### config.mk
export PLATFORM = sky130hd
export DESIGN_NAME = atan2_binary_radians_flat
export DESIGN_NICKNAME = d
export VERILOG_FILES = /design/src/rtl/atanbr_pkg.sv /design/src/rtl/atanbr_if.sv /design/src/rtl/atanbr_div.sv /design/src/rtl/atan2_binary_radians.sv /design/src/flat_wrapper.sv
export SDC_FILE = /design/constraint.sdc
export NUM_CORES = 2
export LEC_CHECK = 0
export BUFFER_PORTS_ARGS = -buffer_cell sky130_fd_sc_hd__buf_4
export CAP_MARGIN = 20
export CORE_UTILIZATION = 65
export CTS_BUF_LIST = sky130_fd_sc_hd__clkbuf_8
export DETAILED_ROUTE_END_ITERATION = 12
export PLACE_DENSITY = 0.87
export SLEW_MARGIN = 25
export SYNTH_ARGS = -nofsm -noshare
export SYNTH_HDL_FRONTEND = slang
export SYNTH_SLANG_ARGS = --single-unit
### constraint.sdc
create_clock -name clk_i -period 61.1 [get_ports clk_i]
set_input_delay 6.11 -clock clk_i [delete_from_list [all_inputs] [get_ports clk_i]]
set_output_delay 6.11 -clock clk_i [all_outputs]
set_load 0.01 [all_outputs]
### src/rtl/atanbr_pkg.sv
// ----------------------------------------------------------------------------
// atanbr_pkg
// Shared types, constants and the arctangent table of the angle block.
// ----------------------------------------------------------------------------
`default_nettype none

package atanbr_pkg;

  localparam int unsigned CoordW     = 32;
  localparam int unsigned AngleW     = 17;
  localparam int unsigned FoldW      = CoordW + 2;
  // One octant of ratio, 2^RatioShift.
  localparam int unsigned RatioShift = 14;
  localparam int unsigned QuotW      = RatioShift + 1;
  localparam int unsigned LutW       = 16;
  localparam int unsigned LutLast    = 128;
  localparam int unsigned LutIdxW    = 8;
  localparam int unsigned TableStepDefault = 128;

  // Numerators at or above this no longer fit 32 bits after the octant scale.
  localparam logic [CoordW-1:0] PrescaleLimit = 32'h0004_0000;
  localparam logic signed [CoordW-1:0] CoordMin = 32'sh8000_0000;
  localparam logic signed [CoordW-1:0] CoordSat = 32'sh8000_0001;

  localparam logic signed [AngleW-1:0] AngleHalfNeg = -17'sd32768;
  localparam logic signed [AngleW-1:0] AngleQuarter = 17'sd16384;
  localparam logic signed [AngleW-1:0] AngleEighth  = 17'sd8192;

  typedef struct packed {
    logic                      zero;
    logic signed [AngleW-1:0]  base;
  } atanbr_side_t;

  localparam logic [LutW-1:0] AtanLut [LutLast+1] = '{
    16'h0000, 16'h0051, 16'h00a2, 16'h00f4, 16'h0145, 16'h0197, 16'h01e8, 16'h0239,
    16'h028b, 16'h02dc, 16'h032d, 16'h037e, 16'h03ce, 16'h041f, 16'h0470, 16'h04c0,
    16'h0511, 16'h0561, 16'h05b1, 16'h0601, 16'h0650, 16'h06a0, 16'h06ef, 16'h073e,
    16'h078d, 16'h07db, 16'h082a, 16'h0878, 16'h08c6, 16'h0913, 16'h0961, 16'h09ae,
    16'h09fb, 16'h0a47, 16'h0a94, 16'h0ae0, 16'h0b2b, 16'h0b77, 16'h0bc2, 16'h0c0c,
    16'h0c57, 16'h0ca1, 16'h0ceb, 16'h0d34, 16'h0d7d, 16'h0dc6, 16'h0e0e, 16'h0e56,
    16'h0e9e, 16'h0ee5, 16'h0f2c, 16'h0f72, 16'h0fb8, 16'h0ffe, 16'h1044, 16'h1089,
    16'h10cd, 16'h1111, 16'h1155, 16'h1199, 16'h11dc, 16'h121e, 16'h1260, 16'h12a2,
    16'h12e4, 16'h1325, 16'h1365, 16'h13a5, 16'h13e5, 16'h1424, 16'h1463, 16'h14a2,
    16'h14e0, 16'h151e, 16'h155b, 16'h1598, 16'h15d4, 16'h1610, 16'h164c, 16'h1687,
    16'h16c2, 16'h16fc, 16'h1736, 16'h1770, 16'h17a9, 16'h17e2, 16'h181a, 16'h1852,
    16'h188a, 16'h18c1, 16'h18f7, 16'h192e, 16'h1964, 16'h1999, 16'h19ce, 16'h1a03,
    16'h1a37, 16'h1a6b, 16'h1a9f, 16'h1ad2, 16'h1b05, 16'h1b37, 16'h1b69, 16'h1b9b,
    16'h1bcc, 16'h1bfd, 16'h1c2e, 16'h1c5e, 16'h1c8e, 16'h1cbd, 16'h1cec, 16'h1d1b,
    16'h1d49, 16'h1d77, 16'h1da5, 16'h1dd2, 16'h1dff, 16'h1e2c, 16'h1e58, 16'h1e84,
    16'h1eaf, 16'h1eda, 16'h1f05, 16'h1f30, 16'h1f5a, 16'h1f84, 16'h1fad, 16'h1fd7,
    16'h2000
  };

endpackage

`default_nettype wire

### src/rtl/atanbr_if.sv
// ----------------------------------------------------------------------------
// atanbr_in_if / atanbr_out_if
// Valid/ready channels for the coordinate beat and the angle beat.
// ----------------------------------------------------------------------------
`default_nettype none

interface atanbr_in_if;
  logic               valid;
  logic               ready;
  logic signed [31:0] coord_y;
  logic signed [31:0] coord_x;

  modport source (output valid, output coord_y, output coord_x, input ready);
  modport sink   (input valid, input coord_y, input coord_x, output ready);
endinterface

interface atanbr_out_if;
  logic               valid;
  logic               ready;
  logic signed [16:0] angle;

  modport source (output valid, output angle, input ready);
  modport sink   (input valid, input angle, output ready);
endinterface

`default_nettype wire

### src/rtl/atanbr_div.sv
// ----------------------------------------------------------------------------
// atanbr_div
// Pipelined restoring divider, one quotient bit per stage, with side data.
// ----------------------------------------------------------------------------
`default_nettype none

module atanbr_div
  import atanbr_pkg::*;
(
  input  wire logic                 clk_i,
  input  wire logic                 rst_ni,
  input  wire logic                 en_i,
  input  wire logic                 valid_i,
  input  wire logic [CoordW-1:0]    num_i,
  input  wire logic [CoordW-1:0]    den_i,
  input  wire atanbr_side_t         side_i,
  output logic                      valid_o,
  output logic [QuotW-1:0]          quot_o,
  output atanbr_side_t              side_o
);

  logic                 vld_w  [QuotW+1];
  logic [CoordW-1:0]    rem_w  [QuotW+1];
  logic [CoordW-1:0]    num_w  [QuotW+1];
  logic [CoordW-1:0]    den_w  [QuotW+1];
  logic [QuotW-1:0]     quot_w [QuotW+1];
  atanbr_side_t         side_w [QuotW+1];

  // The quotient stays below 2^QuotW, so the top bits start as the remainder.
  assign vld_w[0]  = valid_i;
  assign rem_w[0]  = CoordW'(num_i >> QuotW);
  assign num_w[0]  = num_i;
  assign den_w[0]  = den_i;
  assign quot_w[0] = '0;
  assign side_w[0] = side_i;

  for (genvar k = 0; k < QuotW; k++) begin : g_step
    logic [CoordW:0]      trial;
    logic                 ge;
    logic [CoordW:0]      diff;
    logic [QuotW-1:0]     quot_d;
    logic                 vld_q;
    logic [CoordW-1:0]    rem_q;
    logic [CoordW-1:0]    num_q;
    logic [CoordW-1:0]    den_q;
    logic [QuotW-1:0]     quot_q;
    atanbr_side_t         side_q;

    always_comb begin
      trial  = {rem_w[k], num_w[k][QuotW-1-k]};
      ge     = trial >= {1'b0, den_w[k]};
      diff   = trial - {1'b0, den_w[k]};
      quot_d = quot_w[k];
      quot_d[QuotW-1-k] = ge;
    end

    always_ff @(posedge clk_i or negedge rst_ni) begin
      if (!rst_ni) begin
        vld_q <= 1'b0;
      end else if (en_i) begin
        vld_q <= vld_w[k];
      end
    end

    always_ff @(posedge clk_i) begin
      if (en_i) begin
        rem_q  <= ge ? diff[CoordW-1:0] : trial[CoordW-1:0];
        num_q  <= num_w[k];
        den_q  <= den_w[k];
        quot_q <= quot_d;
        side_q <= side_w[k];
      end
    end

    assign vld_w[k+1]  = vld_q;
    assign rem_w[k+1]  = rem_q;
    assign num_w[k+1]  = num_q;
    assign den_w[k+1]  = den_q;
    assign quot_w[k+1] = quot_q;
    assign side_w[k+1] = side_q;
  end

  assign valid_o = vld_w[QuotW];
  assign quot_o  = quot_w[QuotW];
  assign side_o  = side_w[QuotW];

  // The remainder of the last step stays below the divisor.
  a_rem_below_den : assert property (@(posedge clk_i) disable iff (!rst_ni)
    vld_w[QuotW] && !side_w[QuotW].zero |-> rem_w[QuotW] < den_w[QuotW])
    else $error("divider remainder not below divisor");

  // The ratio of a folded point never exceeds one octant.
  a_quot_range : assert property (@(posedge clk_i) disable iff (!rst_ni)
    valid_o && !side_o.zero |-> quot_o <= QuotW'(1 << RatioShift))
    else $error("ratio beyond one octant");

  // A stalled pipeline keeps its last stage.
  a_hold : assert property (@(posedge clk_i) disable iff (!rst_ni)
    !en_i |=> $stable(valid_o) && $stable(quot_o))
    else $error("divider output moved during stall");

endmodule

`default_nettype wire

### src/rtl/atan2_binary_radians.sv
// ----------------------------------------------------------------------------
// atan2_binary_radians
// Angle of a signed point in binary radians, 65536 per full turn.
// ----------------------------------------------------------------------------
// The block takes a beat of (coord_y, coord_x) and returns one beat holding
// the angle of that point, where +32768 is half a turn; the origin gives 0 and
// a coordinate of -2^31 is treated as -2^31+1. It accepts a new beat in every
// cycle while the output is not held back, and each beat passes through 21
// register stages: three stages fold the point into the first octant and
// scale it, fifteen stages of the restoring divider form one ratio bit each,
// and three stages look up, weigh and sum the table interpolation. The whole
// pipeline advances together and holds while a finished angle waits for the
// output ready, so the beats in flight wait with it and no beat is lost or
// repeated. TableStep must be a power of two between 16 and 1024; the
// arctangent table is laid out for 128.
// ----------------------------------------------------------------------------
`default_nettype none

module atan2_binary_radians
  import atanbr_pkg::*;
#(
  parameter int unsigned TableStep = TableStepDefault
) (
  input  wire logic     clk_i,
  input  wire logic     rst_ni,
  atanbr_in_if.sink     in_i,
  atanbr_out_if.source  out_o
);

  localparam int unsigned StepW = $clog2(TableStep);
  localparam int unsigned ProdW = LutW + StepW;

  logic en;

  // Stage 1: saturate and turn the lower half plane by 180 degrees.
  logic signed [CoordW-1:0] ys, xs;
  logic signed [FoldW-1:0]  y1_d, x1_d, y1_q, x1_q;
  atanbr_side_t             s1_d, s1_q;
  logic                     v1_q;

  always_comb begin
    ys = (in_i.coord_y == CoordMin) ? CoordSat : in_i.coord_y;
    xs = (in_i.coord_x == CoordMin) ? CoordSat : in_i.coord_x;
    s1_d.zero = (in_i.coord_y == '0) && (in_i.coord_x == '0);
    if (ys < 0) begin
      y1_d = -FoldW'(ys);
      x1_d = -FoldW'(xs);
      s1_d.base = AngleHalfNeg;
    end else begin
      y1_d = FoldW'(ys);
      x1_d = FoldW'(xs);
      s1_d.base = '0;
    end
  end

  // Stage 2: turn by 90 degrees onto x >= 0, then by 45 degrees below the
  // diagonal.
  logic signed [FoldW-1:0]  ya, xa, yb, xb;
  atanbr_side_t             s2_d, s2_q;
  logic [CoordW-1:0]        num2_q, den2_q;
  logic                     v2_q;

  always_comb begin
    s2_d = s1_q;
    if (x1_q <= 0) begin
      xa = y1_q;
      ya = -x1_q;
      s2_d.base = s1_q.base + AngleQuarter;
    end else begin
      xa = x1_q;
      ya = y1_q;
    end
    if (xa < ya) begin
      xb = xa + ya;
      yb = ya - xa;
      s2_d.base = s2_d.base + AngleEighth;
    end else begin
      xb = xa;
      yb = ya;
    end
  end

  // Stage 3: scale both down when the numerator would overflow, and keep the divisor nonzero.
  logic [CoordW-1:0] nsc, dsc;
  logic [CoordW-1:0] num3_q, den3_q;
  atanbr_side_t      s3_q;
  logic              v3_q;

  always_comb begin
    if (num2_q >= PrescaleLimit) begin
      nsc = num2_q >> RatioShift;
      dsc = den2_q >> RatioShift;
    end else begin
      nsc = num2_q;
      dsc = den2_q;
    end
    if (dsc == '0) begin
      dsc = CoordW'(1);
    end
  end

  // Divider: ratio = num * 2^RatioShift / den.
  logic              vd;
  logic [QuotW-1:0]  ratio;
  atanbr_side_t      sd;

  atanbr_div u_div (
    .clk_i   (clk_i),
    .rst_ni  (rst_ni),
    .en_i    (en),
    .valid_i (v3_q),
    .num_i   (num3_q),
    .den_i   (den3_q),
    .side_i  (s3_q),
    .valid_o (vd),
    .quot_o  (ratio),
    .side_o  (sd)
  );

  // Stage L: table lookup; both ends clamp at the last entry.
  logic [QuotW-1:0]   idx_full, nxt_full;
  logic [LutIdxW-1:0] idx, nxt;
  logic [LutW-1:0]    lo_d, lo_q, diff_q;
  logic [StepW-1:0]   wgt_q;
  atanbr_side_t       sl_q;
  logic               vl_q;

  always_comb begin
    idx_full = ratio >> StepW;
    nxt_full = idx_full + QuotW'(1);
    idx = (idx_full > QuotW'(LutLast)) ? LutIdxW'(LutLast) : idx_full[LutIdxW-1:0];
    nxt = (nxt_full > QuotW'(LutLast)) ? LutIdxW'(LutLast) : nxt_full[LutIdxW-1:0];
    lo_d = AtanLut[idx];
  end

  // Stage M: weight the step between neighbors.
  logic [ProdW-1:0]  prod_q;
  logic [LutW-1:0]   lom_q;
  atanbr_side_t      sm_q;
  logic              vm_q;

  // Output stage.
  logic                     vo_q;
  logic signed [AngleW-1:0] angle_q;
  logic signed [AngleW-1:0] angle_d;

  always_comb begin
    angle_d = sm_q.base + AngleW'(lom_q) + AngleW'(prod_q >> StepW);
    if (sm_q.zero) begin
      angle_d = '0;
    end
  end

  assign en          = !vo_q || out_o.ready;
  assign in_i.ready  = en;
  assign out_o.valid = vo_q;
  assign out_o.angle = angle_q;

  always_ff @(posedge clk_i or negedge rst_ni) begin
    if (!rst_ni) begin
      v1_q <= 1'b0;
      v2_q <= 1'b0;
      v3_q <= 1'b0;
      vl_q <= 1'b0;
      vm_q <= 1'b0;
      vo_q <= 1'b0;
    end else if (en) begin
      v1_q <= in_i.valid;
      v2_q <= v1_q;
      v3_q <= v2_q;
      vl_q <= vd;
      vm_q <= vl_q;
      vo_q <= vm_q;
    end
  end

  always_ff @(posedge clk_i) begin
    if (en) begin
      y1_q    <= y1_d;
      x1_q    <= x1_d;
      s1_q    <= s1_d;
      num2_q  <= yb[CoordW-1:0];
      den2_q  <= xb[CoordW-1:0];
      s2_q    <= s2_d;
      num3_q  <= nsc << RatioShift;
      den3_q  <= dsc;
      s3_q    <= s2_q;
      lo_q    <= lo_d;
      diff_q  <= AtanLut[nxt] - lo_d;
      wgt_q   <= ratio[StepW-1:0];
      sl_q    <= sd;
      prod_q  <= ProdW'(diff_q) * ProdW'(wgt_q);
      lom_q   <= lo_q;
      sm_q    <= sl_q;
      angle_q <= angle_d;
    end
  end

  // A folded point lies in the first octant.
  a_octant : assert property (@(posedge clk_i) disable iff (!rst_ni)
    v2_q && !s2_q.zero |-> num2_q <= den2_q && den2_q != '0)
    else $error("fold left the first octant");

  // Every angle lies within half a turn either way.
  a_angle_range : assert property (@(posedge clk_i) disable iff (!rst_ni)
    vo_q |-> angle_q >= AngleHalfNeg && angle_q <= -AngleHalfNeg)
    else $error("angle out of range");

  // The origin travels to a zero angle.
  a_origin : assert property (@(posedge clk_i) disable iff (!rst_ni)
    en && vm_q && sm_q.zero |=> angle_q == '0)
    else $error("origin gave nonzero angle");

endmodule

`default_nettype wire
### src/flat_wrapper.sv
// flat-port wrapper written by rule: the top's interface ports become plain ports
module atan2_binary_radians_flat import atanbr_pkg::*;
#(
  parameter int unsigned TableStep = TableStepDefault
)
  (clk_i, rst_ni, in_i_valid, in_i_coord_y, in_i_coord_x, in_i_ready, out_o_valid, out_o_angle, out_o_ready);
  atanbr_in_if in_i_i ();
  atanbr_out_if out_o_i ();
  input  wire logic clk_i;
  input  wire logic rst_ni;
  input wire logic [$bits(in_i_i.valid)-1:0] in_i_valid;
  input wire logic [$bits(in_i_i.coord_y)-1:0] in_i_coord_y;
  input wire logic [$bits(in_i_i.coord_x)-1:0] in_i_coord_x;
  output wire logic [$bits(in_i_i.ready)-1:0] in_i_ready;
  output wire logic [$bits(out_o_i.valid)-1:0] out_o_valid;
  output wire logic [$bits(out_o_i.angle)-1:0] out_o_angle;
  input wire logic [$bits(out_o_i.ready)-1:0] out_o_ready;
  assign in_i_i.valid = in_i_valid;
  assign in_i_i.coord_y = in_i_coord_y;
  assign in_i_i.coord_x = in_i_coord_x;
  assign in_i_ready = in_i_i.ready;
  assign out_o_valid = out_o_i.valid;
  assign out_o_angle = out_o_i.angle;
  assign out_o_i.ready = out_o_ready;
  atan2_binary_radians #(.TableStep(TableStep)) u_core (.clk_i(clk_i), .rst_ni(rst_ni), .in_i(in_i_i), .out_o(out_o_i));
endmodule
== Word-level counts from Yosys, hierarchy flattened ==
Memory sizes are Yosys's and may differ from the RTL's.
Index checks and enable logic that the tools add are counted.

* Add/subtract/negate cells: 25
* Multipliers: 1
* Magnitude comparators: 23
* Equality and inequality tests: 2
* Muxes and demuxes: 33
* Bitwise gates (word level): 2
* Reductions and logical operators: 6

{| class="wikitable"
|+ Operators by type and width
! kind !! number
|-
| 2-to-1 mux 32 bit || 18
|-
| greater-or-equal comparator 33 x 32 -> 1 bit || 14
|-
| subtractor 32 bit || 14
|-
| 2-to-1 mux 34 bit || 4
|-
| zero test 32 bit || 3
|-
| negation 32 -> 34 bit || 2
|-
| equality test 32 bit, second input constant || 2
|-
| 2-to-1 mux 16 bit || 4
|-
| 2-to-1 mux 17 bit || 3
|-
| 2-to-1 mux 18 bit || 2
|-
| adder 17 x 16 -> 17 bit || 2
|-
| less-or-equal comparator 34 x 1 -> 1 bit, second input constant || 1
|-
| < comparator 34 bit || 1
|-
| negation 34 bit || 1
|-
| adder 32 bit || 1
|-
| greater-or-equal comparator 18 x 32 -> 1 bit || 1
|-
| greater-or-equal comparator 32 x 19 -> 1 bit, second input constant || 1
|-
| < comparator 32 x 1 -> 1 bit, second input constant || 1
|-
| subtractor 18 x 32 -> 32 bit || 1
|-
| multiplier 16 x 7 -> 23 bit || 1
|-
| greater-or-equal comparator 9 bit, second input constant || 2
|-
| inverter 8 -> 9 bit || 2
|-
| adder 17 x 15 -> 17 bit, second input constant || 1
|-
| adder 17 x 16 -> 17 bit, second input constant || 1
|-
| other kinds (8) || 9
|}

* Bits in registers: 1,674
* ROM bits: 8,192
* Input port bits: 68
* Output and inout port bits: 19
* Word-level logic and storage cells: 224
* Memories kept: 2

{| class="wikitable"
|+ Memories
! name !! words !! width !! read ports !! clocked after memory_dff !! wr ports !! RTL line !! source
|-
| (no name shown) || 256 || 16 || 1 || 0 || 0 || atan2_binary_radians.sv:189 || <nowiki>diff_q <= AtanLut[nxt] - lo_d;</nowiki>
|-
| (no name shown) || 256 || 16 || 1 || 0 || 0 || atan2_binary_radians.sv:133 || <nowiki>lo_d = AtanLut[idx];</nowiki>
|}

== Longest topological paths before layout ==
* Depth in word-level cells: 8
* Gate-level depth with buffers: 29
* Depth with buffers taken out: 27

== Cells and area by module ==
From an unflattened synthesis, not the netlist that was laid out.

* Cell total of the unflattened synthesis: 8,853
* Area total of the unflattened synthesis: 98,827.3 µm²

{| class="wikitable"
|+ By module, submodules not included
! module !! times used !! cells each !! area each (µm²) !! sequential area each (µm²)
|-
| atanbr_div || 1 || 5,833 || 71,549.9 || 42,145.4
|-
| atan2_binary_radians || 1 || 3,020 || 27,277.4 || 9,519.1
|}

== Least setup slack after synthesis ==
No wires, ideal clock.

* Path kind: input to output
* From: in out_o_ready
* To: out in_i_ready
* Data arrival time: 32,524 ps
* Required time: 54,990 ps
* Path slack: 22,466 ps
* Cell stages on the path: 3
* Path through: nor2b_1 > clkbuf_1 > inv_1

* Longest elaborated chain between the ends: 1

{| class="wikitable"
|+ RTL lines
! item !! RTL line !! source
|-
| start, declared || flat_wrapper.sv:17 || <nowiki>input wire logic [$bits(out_o_i.ready)-1:0] out_o_ready;</nowiki>
|-
| logical OR 1 bit || atan2_binary_radians.sv:154 || <nowiki>assign en = !vo_q || out_o.ready;</nowiki>
|-
| end, declared || flat_wrapper.sv:14 || <nowiki>output wire logic [$bits(in_i_i.ready)-1:0] in_i_ready;</nowiki>
|}

No other way between the ends.

== Worst setup path after layout ==
Same ends and word-level chain as after synthesis.

==> flow_summary.toml <==
[outcome]
status = "complete, no violations"

[worst_setup_path]
max_stage_delay_ns = 0.73
path_common_cell = "buf_4"
cp_slowest_cell = "clkinv_8"
cp_max_fo = 146
critPathKind = "input pin to output pin"
critPathRequiredTime_ns = 54.99
worstPathArrival_ns = 8.06
start_kind = "input pin"
end_kind = "output pin"
cp_cell_sequence = "buf_4 > nor2b_4 > clkinv_8 > buf_4"

[clock_tree]
clock_path_buffers = 3
cts-htree-levels = 4
hold_buffers = 0
clk_pin_slew_worst_paths_ns = 0.07
insertion_delay_ns = 0.99
cts_resized = 0
cts_sinks = 1381
cts_buffers = 215
tritoncts = "done"
postCtsSetupRepairBufs = 0
cts-root-buf = "clkbuf_8"

[sta]
period_minus_slack_ns = 14.17
max_freq_mhz = 70.6
rsz0062_at_grt = "false"
setup_viol = 0
fin_tns_setup_ns = 0
maxSlewHeadroom = 0.284
hold_viol_final = 0
maxSlewViolCount = 0
fin_crit_sh = 0.232
clock_skew_ns = 0.0890
worstMarginPinSlew_ns = 1.07

[synth]
yosysWarnings = 0
synth_top_area_cell = "edfxtp_1"
synth-seq-area-share = 0.479
syn_area_sq_mm = 0.0864
ys_ff_latch = 1381
syn_inst = 8313
ys.flop_type = "edfxtp_1"
synthArstFlopShare = 0.0152
avgSynthCellArea_sq_um = 10.4
ys_top_cells_by_area = "edfxtp_1 47%, ha_1 9.7%, a21oi_1 3.5%, inv_1 3.5%, nand2_1 3.4%"
synth-edff-count = 1360
post_synth_num_cell_types = 99
synth.top_cell.area_share = 0.472

[final_layout]
seq_area_sq_mm = 0.0414
multi_input_area_sq_mm = 0.0412
final_common_cell = "edfxtp_1"
syn2layout_area_growth_pct = 7.94
drive_gt1_frac = 0.0794
n_fill_cell = 9180
final_cell_mix = "1,360 x edfxtp_1, 852 x inv_1, 776 x nand2_1"
layout.nets = 9254

[run]
maxCapViolCount = 0

[floorplan]
ios = 87
die_y_um = 367
row_count = 133
die_area_sq_mm = 0.134
fp.dieW_um = 367
core_sq_mm = 0.132
initial_core_util = 0.657

[placed_design]
gp_congestion = 0.984
dp_hpwl_um = 158000
portBuffers = 86

[routing]
first_iter_violations = 6495
ant_nets = 0
post_drt_wl_per_cell_um = 20.7
drt-total-wl_um = 215000
route.vias.total = 65200
vias_per_cell = 6.29
remaining_drc_errors = 0
drtPass1Iterations = 8

[min_path]
hp-class = "register to register"

[grt]
grt_pass1_vias = 63900
grt_overflow = 0
grt_pass1_wl_um = 336000
antenna_found_initial = 2
track_usage = 0.313
grt_max_degree = 193
-- critical path: cells and delay by family --
kind | cells | cell delay (ns)
buffers and inverters | 3 | 1.27
AND/OR/NAND/NOR | 1 | 0.55
-- metal layers --
layer	part of all wire	wire [um]	vias to the layer above	track usage
li1	-	-	30400	-
met1	0.38	81100	31100	0.370
met2	0.50	106000	2918	0.545
met3	0.068	14600	780	0.0489
met4	0.059	12600	0	0.174
met5	0	0	-	0
-- cell families (layout without fill, tap and decap cells) --
group / Yosys count / in the layout / synth area share
AOI/OAI and AO/OA: 2189 / 2189 / 0.159
xor gates and xnor gates: 527 / 527 / 0.0534
adders and majority gates: 760 / 760 / 0.118
buffers and inverters: 1052 / 1343 / 0.0461
DFF: 1381 / 1381 / 0.479
muxes: 202 / 202 / 0.0256
other: 1 / 5 / 0.0000434
and+or+nand+nor: 2201 / 2201 / 0.120
-- synthesized netlist by cell type (15+ instances only) --
library cell	number
o41ai_1	16
a2111oi_0	26
nor2_1	553
nand4_1	71
or2_2	41
fa_1	87
and2_1	82
o21ai_1	20
a221oi_1	20
a21boi_0	22
xor2_1	195
and3_1	48
nor3_1	123
o21a_1	74
nand2_1	777
ha_1	673
nor4_1	56
xnor2_1	332
o31a_1	17
a311oi_1	20
nor2b_1	81
o211ai_1	44
mux2i_1	56
a211o_1	15
edfxtp_1	1360
or3_1	64
a211oi_1	95
buf_1	20
dfrtp_1	21
nand3_1	120
o21bai_1	68
inv_1	796
nand2b_1	95
mux2_2	145
a21o_1	247
or4_1	21
o31ai_1	76
o221ai_1	20
o311ai_0	16
a21oi_1	607
clkbuf_1	207
buf_2	20
a31oi_1	81
o21ai_0	574
nand4b_1	16
-- registers in the layout, indices dropped and copies added, names as in the netlist, 4 cells and up --
register                    count
u_core.u_div.g_step.den_q     448
u_core.u_div.g_step.rem_q     448
u_core.u_div.g_step.quot_q    105
u_core.u_div.g_step.side_q     56
u_core.x1_q                    34
u_core.y1_q                    34
u_core.den2_q                  32
u_core.den3_q                  32
u_core.num2_q                  32
u_core.num3_q                  18
u_core.out_o.angle             17
u_core.diff_q                  16
u_core.prod_q                  16
u_core.u_div.quot_o            15
u_core.lo_q                    14
u_core.lom_q                   14
u_core.u_div.g_step.vld_q      14
u_core.wgt_q                    7
u_core.s2_q                     4
u_core.s3_q                     4
u_core.sl_q                     4
u_core.sm_q                     4
u_core.u_div.side_o             4
-- stage by stage --
stage               utilization  setup slack (ns)  instance area, sq um  hold slack (ns)  cells
floorplan                     -             22.47                 86400            0.400   8315
global placement          0.676             46.93                 88900            0.400   9962
detailed placement        0.676             46.83                 88900            0.405   9962
CTS                       0.708             46.83                 93200            0.377  10400
global route              0.709             46.83                 93300            0.385  10400
finish                    0.709             46.93                 93300            0.369  10400
-- final timing paths --
| check | slack (ns) | endpoint | depth (start not counted) | startpoint |
|---|---|---|---|---|
| worst max-delay path | 46.93 | in_i_ready | 4 | out_o_ready |
| worst min-delay path | 0.37 | u_core.u_div.g_step[4].side_q[15] | 0 | u_core.u_div.g_step[3].side_q[15] |
| worst max register to register | 53.02 | u_core.diff_q[14] | 25 | u_core.u_div.quot_o[10] |
| worst min register to register | 0.37 | u_core.u_div.g_step[4].side_q[15] | 0 | u_core.u_div.g_step[3].side_q[15] |
| max in group asynchronous | 55.86 | u_core.u_div.g_step[3].vld_q | 1 | rst_ni |
| min in group asynchronous | 5.03 | u_core.v2_q | 1 | rst_ni |
-- area by class of cell --
type / count / share of cell area
Clock buffer: 219 / 0.0323
Antenna cell: 2 / 0.0000536
Inverter: 803 / 0.0324
Multi-Input combinational cell: 5882 / 0.442
Tap cell: 1755 / 0.0235
Clock inverter: 178 / 0.0140
Timing Repair Buffer: 143 / 0.0122
Sequential cell: 1381 / 0.443
Power is left out: the tool's default activity adds up to more than one toggle a clock period on the data nets, which glitch-free logic cannot reach.
